`src/hw/rtl/tpht_pkg.sv`:
```
// ----------------------------------------------------------------------------
// tpht_pkg
// Shared sizes, types and port structs for the two-peaks histogram threshold.
// ----------------------------------------------------------------------------
package tpht_pkg;

    localparam int NUM_BINS = 256;
    localparam int COUNT_W  = 32;
    localparam int BIN_W    = $clog2(NUM_BINS);
    localparam int PIX_W    = 8;
    localparam int OUT_W    = 8;
    localparam int DIST2_W  = 2 * BIN_W;
    localparam int SCORE_W  = DIST2_W + COUNT_W;

    typedef logic [BIN_W-1:0]   bin_t;
    typedef logic [COUNT_W-1:0] count_t;
    typedef logic [DIST2_W-1:0] dist2_t;
    typedef logic [SCORE_W-1:0] score_t;

    // histogram memory access, one read and one write port
    typedef struct packed {
        logic   rd_en;
        bin_t   rd_addr;
        logic   wr_en;
        bin_t   wr_addr;
        count_t wr_data;
        logic   clear;
    } mem_req_t;

    // second-peak scoring request: bin, distance to first peak, count
    typedef struct packed {
        logic   valid;
        bin_t   idx;
        bin_t   delta;
        count_t count;
    } score_req_t;

    typedef struct packed {
        logic   valid;
        bin_t   idx;
        score_t score;
    } score_rsp_t;

endpackage

```
`src/hw/rtl/tpht_score.sv`:
```
// ----------------------------------------------------------------------------
// tpht_score
// Shared scoring unit: dist*dist, then times count, one register per product.
// Takes one bin per cycle; the result leaves prod_reg after d2_reg, exact at full width.
// ----------------------------------------------------------------------------
module tpht_score
    import tpht_pkg::*;
(
    input  logic       clk,
    input  logic       rst_n,
    input  score_req_t req,
    output score_rsp_t rsp,
    output logic       busy
);

    logic   v1_reg;
    logic   v2_reg;
    bin_t   idx1_reg;
    bin_t   idx2_reg;
    dist2_t d2_reg;
    count_t cnt1_reg;
    score_t prod_reg;

    always_ff @(posedge clk or negedge rst_n)
    begin
        if (!rst_n)
        begin
            v1_reg <= 1'b0;
            v2_reg <= 1'b0;
        end
        else
        begin
            v1_reg <= req.valid;
            v2_reg <= v1_reg;
        end
    end

    always_ff @(posedge clk)
    begin
        idx1_reg <= req.idx;
        d2_reg   <= dist2_t'(req.delta) * dist2_t'(req.delta);
        cnt1_reg <= req.count;
        idx2_reg <= idx1_reg;
        prod_reg <= score_t'(d2_reg) * score_t'(cnt1_reg);
    end

    assign rsp.valid = v2_reg;
    assign rsp.idx   = idx2_reg;
    assign rsp.score = prod_reg;
    assign busy      = v1_reg | v2_reg;

endmodule

```
`config.mk`:
```
export PLATFORM = sky130hd
export DESIGN_NAME = tpht_score
export DESIGN_NICKNAME = d
export VERILOG_FILES = /design/src/hw/rtl/tpht_pkg.sv /design/src/hw/rtl/tpht_score.sv
export SDC_FILE = /design/constraint.sdc
export NUM_CORES = 1
export LEC_CHECK = 0
export ABC_AREA = 1
export BUFFER_PORTS_ARGS = -buffer_cell sky130_fd_sc_hd__buf_4
export CORE_MARGIN = 8
export CORE_UTILIZATION = 43
export DETAILED_ROUTE_END_ITERATION = 10
export SYNTH_ARGS = -nofsm -noshare
export SYNTH_HDL_FRONTEND = slang
export SYNTH_SLANG_ARGS = --single-unit
```
`constraint.sdc`:
```
create_clock -name clk -period 6.9 [get_ports clk]
set_input_delay 0 -clock clk [delete_from_list [all_inputs] [get_ports clk]]
set_output_delay 0 -clock clk [all_outputs]
set_load 0.03 [all_outputs]
```
* After elaboration in Yosys (flattened, before gate mapping)
Cells that the tools add are included.
** Operators by class
- $mul :: 2
- Bitwise gates (word level) :: 1
** Operator list (number)
- $mul A16 B32 Y48 :: 1
- $mul A8 B8 Y16 :: 1
- $or A1 B1 Y1 :: 1
** Word-level totals
- Output and inout bits :: 58
- Bits in registers :: 114
- Word-level logic and storage cells :: 10
- Bits of input ports :: 51

* Depth between registers and ports, before layout
Gate-level depths: netlist of run 1.
- Depth after elaboration :: 1
- Gate-level depth with buffers :: 28

* Least setup slack after synthesis of run 1
No wires, ideal clock.
- Path type :: flip-flop to flip-flop
- Start point :: register cnt1_reg[7]
- End point :: register prod_reg[38]
- Period minus slack after synthesis :: 5.105 ns
- Cell stages (with the launch flop) :: 24
- Arrival time :: 4.993 ns
- Required time :: 6.788 ns
- Setup slack :: 1.795 ns
- Path through :: dfxtp_1 > clkbuf_1 > nand2_1 > fa_1 > inv_1 > fa_1 > inv_1 > fa_1 > inv_1 > fa_1 > fa_1 > inv_1 > fa_1 > inv_1 > ha_1 > nand2_1 > nor2_2 > nand2_1 > nor2_1 > nand2_1 > nand3_2 > nand2_1 > nand3_1 > nand2_1
** On the way
- Longest elaborated chain between the ends :: 1
** Ends and longest elaborated chain
- start: declaration :: line tpht_score.sv:21 : count_t cnt1_reg;
- start signal: assignment :: line tpht_score.sv:42 : cnt1_reg <= req.count;
- $mul A16 B32 Y48 :: line tpht_score.sv:44 : prod_reg <= score_t'(d2_reg) * score_t'(cnt1_reg);
- end signal: assignment :: line tpht_score.sv:44
- end: declaration :: line tpht_score.sv:22 : score_t prod_reg;
Every way passes these cells.

* Final worst setup path of run 1
- Start point :: register d2_reg[8]
- End point :: register prod_reg[45]
** On the way
- Longest elaborated chain between the ends :: 1
** Ends and longest elaborated chain
- start: declaration :: line tpht_score.sv:20 : dist2_t d2_reg;
- start signal: assignment :: line tpht_score.sv:41 : d2_reg <= dist2_t'(req.delta) * dist2_t'(req.delta);
- $mul A16 B32 Y48 :: line tpht_score.sv:44
Every way passes these cells.

==> reports/qor.yml, run 1 <==
status:
  status: "complete, no violations"
route:
  route.vias.total: 17030
  ant_nets: 0
  drt-total-wl_mm: 56.18
  drtIter0Drc: 909
  viasPerCell: 4.631
  drc_errors: 0
  wl_per_cell_microns: 15.28
  firstDrtPassIters: 6
final_layout:
  drive_above_1_share_pct: 7.155
  multi_input_area_sq_um: 15270
  fin_nets: 3632
  final-seq-area_sq_um: 2273
  largest_reg_flops: 48
  fillers: 5002
  area_growth_pct: 12.16
synth:
  synthArstFlopShare_pct: 1.770
  synthTopCellsByCount: "inv_1 (955), nand2_1 (866), fa_1 (413)"
  synth_edf_count: 0
  yosysWarnings: 0
  ys.flop_type: "dfxtp_1"
  synth_largest_area_cell: "fa_1"
  ys_seq_area_share_pct: 10.59
  syn_nets: 3515
  synthCells: 2875
  yosysUniqueCellTypes: 28
  synth_most_common_cell: "inv_1"
  avgSynthCellArea_sq_um: 7.463
  ys_ff_latch: 113
  yosys-top-cells-area: "fa_1 (39%), inv_1 (17%), nand2_1 (15%)"
  syn_area_sq_um: 21460
  synth_top_area_share_pct: 38.53
die:
  die_area_sq_um: 57300
  core_sq_um: 49760
  core.rowCount: 82
  die_x_microns: 239.4
  initial_utilization_pct: 43.12
  ios: 109
  die-height_microns: 239.4
worst_setup_path:
  r2r_setup_slack_ps: 910
  critPathKind: "reg2reg"
  rr_worst_depth: 19
  path_max_fanout: 21
  end_kind: "flop"
  r2r-end: "prod_reg[45]"
  required_ps: 7260
  critPathLaunchType: "flop"
  rr_startpoint: "d2_reg[8]"
  crit_arrival_ps: 6350
cts:
  cts_sinks: 113
  cts_buffers: 17
  post_cts_resized: 0
  clk_latency_ps: 480
  post-cts-setup-buffers: 0
  clk_pin_slew_worst_paths_ps: 60
  clock_path_buffers: 2
  htree_levels: 4
  cts_tree: "built"
  ctsHoldBuffers: 47
  cts_root_buf: "clkbuf_16"
placement:
  io_buffers: 108
  place.gp.congestion: 0.8728
  post-dp-hpwl_mm: 46.70
sta:
  slew_headroom_pct: 38.82
  period_minus_slack_ps: 5988
  rsz0062_at_grt: "false"
  hold_violations: 0
  setup_viol: 0
  tns_ps: 0
  drv_slew: 0
  finClkSkew_ps: 25.81
  fmax_mhz: 167.0
  period_share_pct: 86.79
  tightest_slew_ps: 916.4
global_route:
  grt_use_total_pct: 21.13
  grt_overflow: 0
  grt_pass1_vias: 18910
  antenna_found_initial: 0
  grt_pass1_wl_mm: 94.60
  grt_max_degree: 33
hold_path:
  hp-class: "in2reg"
  min_from: "req[4]"
  holdPathStages: 2
  min_to: "cnt1_reg[4]"
job:
  max-cap-violations: 0
==> cell usage in the layout (no fill, tap or decap) <==
| master | Yosys | final |
|---|---|---|
| a21o_1 | 1 | 1 |
| a21oi_1 | 40 | 40 |
| a31oi_1 | 6 | 6 |
| buf_4 | 1 | 136 |
| bufinv_16 | 0 | 2 |
| clkbuf_16 | 0 | 17 |
| clkinv_2 | 0 | 1 |
| clkinv_4 | 0 | 2 |
| clkinvlp_4 | 0 | 1 |
| conb_1 | 2 | 2 |
| dfrtp_1 | 2 | 2 |
| dfxtp_1 | 111 | 110 |
| dfxtp_2 | 0 | 1 |
| diode_2 | 0 | 1 |
| dlygate4sd3_1 | 0 | 47 |
| fa_1 | 413 | 413 |
| ha_1 | 176 | 176 |
| inv_1 | 955 | 955 |
| inv_2 | 3 | 3 |
| inv_6 | 0 | 8 |
| inv_8 | 0 | 1 |
| nand2_1 | 866 | 866 |
| nand2_2 | 14 | 14 |
| nand3_1 | 38 | 38 |
| nand3_2 | 9 | 9 |
| nand4_1 | 4 | 4 |
| nor2_1 | 69 | 69 |
| nor2_2 | 14 | 14 |
| nor2_4 | 4 | 4 |
| nor3_1 | 3 | 3 |
| nor4_1 | 1 | 1 |
| o2111ai_1 | 2 | 2 |
| o21ai_0 | 5 | 5 |
| o21bai_1 | 5 | 5 |
| or2_2 | 2 | 2 |
| xnor2_1 | 14 | 14 |
| xor2_1 | 31 | 31 |
==> cell families after synthesis <==
group | share of synthesized area, %
AO/OA/AOI/OAI | 1.516
XOR/XNOR | 1.837
adder cells (fa/ha/maj) | 48.80
buffers and inverters | 18.26
flip-flops | 10.59
other | 0.03500
AND/OR/NAND/NOR | 18.96
==> worst max path at each step <==
stage | from | endpoint | slack [ps] | depth (start not counted)
after floorplan | cnt1_reg[7] | prod_reg[38] | 1800 | 23
after global placement | d2_reg[8] | prod_reg[45] | 970 | 19
after detailed placement | d2_reg[8] | prod_reg[45] | 910 | 19
after CTS | d2_reg[8] | prod_reg[45] | 880 | 19
after global routing | d2_reg[8] | prod_reg[45] | 530 | 19
final | d2_reg[8] | prod_reg[45] | 910 | 19
==> cell type report <==
class	count	area share (%)
Multi-Input combinational cell	1719	63.43
Inverter	958	14.94
Sequential cell	113	9.446
Timing Repair Buffer	183	6.197
Tap cell	672	3.494
Clock buffer	17	1.768
Clock inverter	15	0.7122
Antenna cell	1	0.01040
==> through the flow <==
stage	utilization [%]	instance area [sq um]	setup WS [ps]	cells	hold slack (ps)
6_report	48.37	24070	911.8	3678	169.5
5_1_grt	48.36	24060	535.0	3677	144.9
4_1_cts	48.36	24060	876.5	3677	119.8
3_5_place_dp	46.22	23000	910.7	3598	-216.6
3_3_place_gp	46.22	23000	973.4	3598	-218.1
2_1_floorplan	-	21460	1795	2875	-295.6
==> layer usage <==
| layer | wire [microns] | global-route usage, % | vias up |
|---|---|---|---|
| met5 | 0 | 0 | - |
| li1 | - | - | 8164 |
| met3 | 2125 | 3.048 | 120 |
| met1 | 22560 | 24.26 | 8365 |
| met2 | 29180 | 38.56 | 384 |
| met4 | 2316 | 9.451 | 0 |
==> worst max-delay path, cell delays in order (launching register included) <==
cell	delay, ps
dfxtp_1	870
buf_4	320
nand2_1	90
fa_1	560
fa_1	450
fa_1	500
fa_1	490
inv_1	50
fa_1	510
inv_1	60
fa_1	480
inv_1	40
ha_1	370
nand2_1	120
nor2_1	280
nand2_1	160
nor2_1	160
nand3_1	180
nand4_1	140
nand2_1	60
Power of run 1 is left out: the tool's default activity adds up to more than one toggle a clock period on the data nets, which glitch-free logic cannot reach.
==> inputs of run 2 (changes only) <==
--- a/config.mk
+++ b/config.mk
@@ -7,9 +7,11 @@
 export LEC_CHECK = 0
 export ABC_AREA = 1
 export BUFFER_PORTS_ARGS = -buffer_cell sky130_fd_sc_hd__buf_4
+export CORE_ASPECT_RATIO = 0.5
 export CORE_MARGIN = 8
 export CORE_UTILIZATION = 43
 export DETAILED_ROUTE_END_ITERATION = 10
+export PLACE_DENSITY_LB_ADDON = 0.25
 export SYNTH_ARGS = -nofsm -noshare
 export SYNTH_HDL_FRONTEND = slang
 export SYNTH_SLANG_ARGS = --single-unit
==> run 2 against run 1 <==
  * First-iteration DRC count shrank 1.5%
  * Flip-flop and latch count unchanged
  * Routed wire length shrank 4.5%
  * Register-to-register slack gained 160 ps
  * Critical path depth up 2
  * Count of clock-buffer cells in the layout stayed put
  * Hold slack got worse by 28 ps
  * Global-route usage is 1.7 points lower
  * Cell count decreased by 0.35%
  * Clock skew fell by 6.3 ps
  * Design area about the same
  * Critical path type unchanged
  * Largest cell class unchanged
  * Highest routed layer unchanged
==> reports/qor.yml, run 2 (synthesis gave the netlist of run 1 again) <==
route:
  wl_per_cell_microns: 14.64
  ant_nets: 0
  drc_errors: 0
  viasPerCell: 4.608
  drtIter0Drc: 895
  firstDrtPassIters: 5
  drt-total-wl_mm: 53.65
  route.vias.total: 16890
sta:
  setup_ws_ps: 1067
  fmax_mhz: 171.4
  timing.hold.ws_ps: 141.3
  setup_viol: 0
  tightest_slew_ps: 916.2
  tns_ps: 0
  rsz0062_at_grt: "false"
  finClkSkew_ps: 19.46
  drv_slew: 0
  period_share_pct: 84.53
  slew_headroom_pct: 38.83
  hold_violations: 0
  period_minus_slack_ps: 5833
placement:
  io_buffers: 108
  place.gp.congestion: 0.8995
  pre_cts_ws_ps: 1075
  post-dp-hpwl_mm: 44.19
worst_setup_path:
  crit_top_cell: "nand2_1"
  critical_path.slowest_cell: "dfxtp_1"
  cpLargestDelayFamily: "adder cells"
  end_kind: "flop"
  path_cells: "nand2_1 -> fa_1 -> fa_1 -> inv_1 -> fa_1 -> inv_1 -> fa_1 -> fa_1 -> fa_1 -> inv_1 -> ha_1 -> nand2_1 -> inv_1 -> nand2_1 -> nand2_1 -> inv_1 -> nand3_1 -> nand3_1 -> nand2_1 -> nand2_1 -> nand2_1"
  cp.depth: 21
  path_max_fanout: 15
  worst-path-buf-inv: 5
  critPathLaunchType: "flop"
  rr_worst_depth: 21
  critPathKind: "reg2reg"
  slowest_delay_ps: 820
  required_ps: 7240
  crit_arrival_ps: 6170
die:
  initial_utilization_pct: 43.10
  core_sq_um: 49780
  core.rowCount: 58
  die_x_microns: 331.9
  die_area_sq_um: 57740
  ios: 109
  die-height_microns: 174.0
hold_path:
  holdPathStages: 5
  hp-class: "in2reg"
global_route:
  grt_pass1_vias: 17830
  grt_pass1_wl_mm: 90.38
  antenna_found_initial: 0
  grt_use_total_pct: 19.44
  grt_max_degree: 33
  grt_overflow: 0
cts:
  cts_sinks: 113
  cts_tree: "built"
  cts_root_buf: "clkbuf_16"
  clock_path_buffers: 2
  clk_pin_slew_worst_paths_ps: 70
  htree_levels: 4
  post_cts_resized: 0
  cts_buffers: 17
  clk_latency_ps: 460
final_layout:
  mostFrequentLayoutCells: "inv_1 (955), nand2_1 (866), fa_1 (413), ha_1 (176), buf_4 (134)"
  fin_nets: 3632
  area_growth_pct: 12.21
  final_common_cell: "inv_1"
  largest_reg_flops: 48
  drive_above_1_share_pct: 7.155
  num_antenna_cells: 0
job:
  max-cap-violations: 0
status:
  status: "complete, no violations"
==> run 2: cell types whose count changed in the layout (fill, tap and decap cells not counted) <==
| cell | before | now |
|---|---|---|
| inv_6 | 8 | 5 |
| clkinv_4 | 2 | 4 |
| buf_12 | 0 | 2 |
| buf_4 | 136 | 134 |
| inv_8 | 1 | 2 |
| diode_2 | 1 | 0 |
==> run 2: worst paths after layout <==
path	from	to	slack, ps
hold / removal	req[34]	d2_reg[3]	140
setup / recovery	cnt1_reg[8]	prod_reg[30]	1070
setup reg to reg	cnt1_reg[8]	prod_reg[30]	1070
hold reg to reg	idx1_reg[2]	idx2_reg[2]	330
max in group asynchronous	rst_n	v2_reg	6350
min in group asynchronous	rst_n	v1_reg	420
==> run 2: per-stage QoR <==
step                cells  utilization, %  area, sq um
floorplan            2875               -        21460
global placement     3586           46.21        23010
detailed placement   3586           46.21        23010
CTS                  3665           48.36        24080
global route         3665           48.36        24080
finish               3665           48.36        24080
==> run 2: repair_timing <==
| item | in CTS | in global routing |
|---|---|---|
| hold buffers | 47 | 0 |
| setup buffers | 0 | 0 |
| endpoints found under the setup margin | 0 | 0 |
| hold endpoints to repair | 47 | 0 |
==> run 2: cell type report <==
class / count / area (sq um)
Clock buffer: 17 / 425.4
Clock inverter: 15 / 173.9
Fill cell: 4994 / 25710
Inverter: 958 / 3596
Multi-Input combinational cell: 1719 / 15270
Sequential cell: 113 / 2273
Tap cell: 660 / 825.8
Timing Repair Buffer: 183 / 1516
==> run 2: worst reg2reg max path: stages (launching register included) <==
cell     delay (ps)
dfxtp_1         820
nand2_1         180
fa_1            530
fa_1            500
inv_1            60
fa_1            500
inv_1            50
fa_1            570
fa_1            460
fa_1            510
inv_1            40
ha_1            340
nand2_1         200
inv_1            60
nand2_1          70
nand2_1          70
inv_1            70
nand3_1         250
nand3_1         230
nand2_1          70
nand2_1          60
nand2_1          70
==> run 2: routing by layer <==
metal  global-route usage, %  share of wire (%)  wire [microns]  up-vias
met5                       0                  0               0        -
met2                   33.95                 49           26120      392
li1                        -                  -               -     8151
met4                   7.309                3.3            1778        0
met3                   2.501                4.8            2598       93
met1                   24.61                 43           23150     8254
Power of run 2 is left out for the same reason.
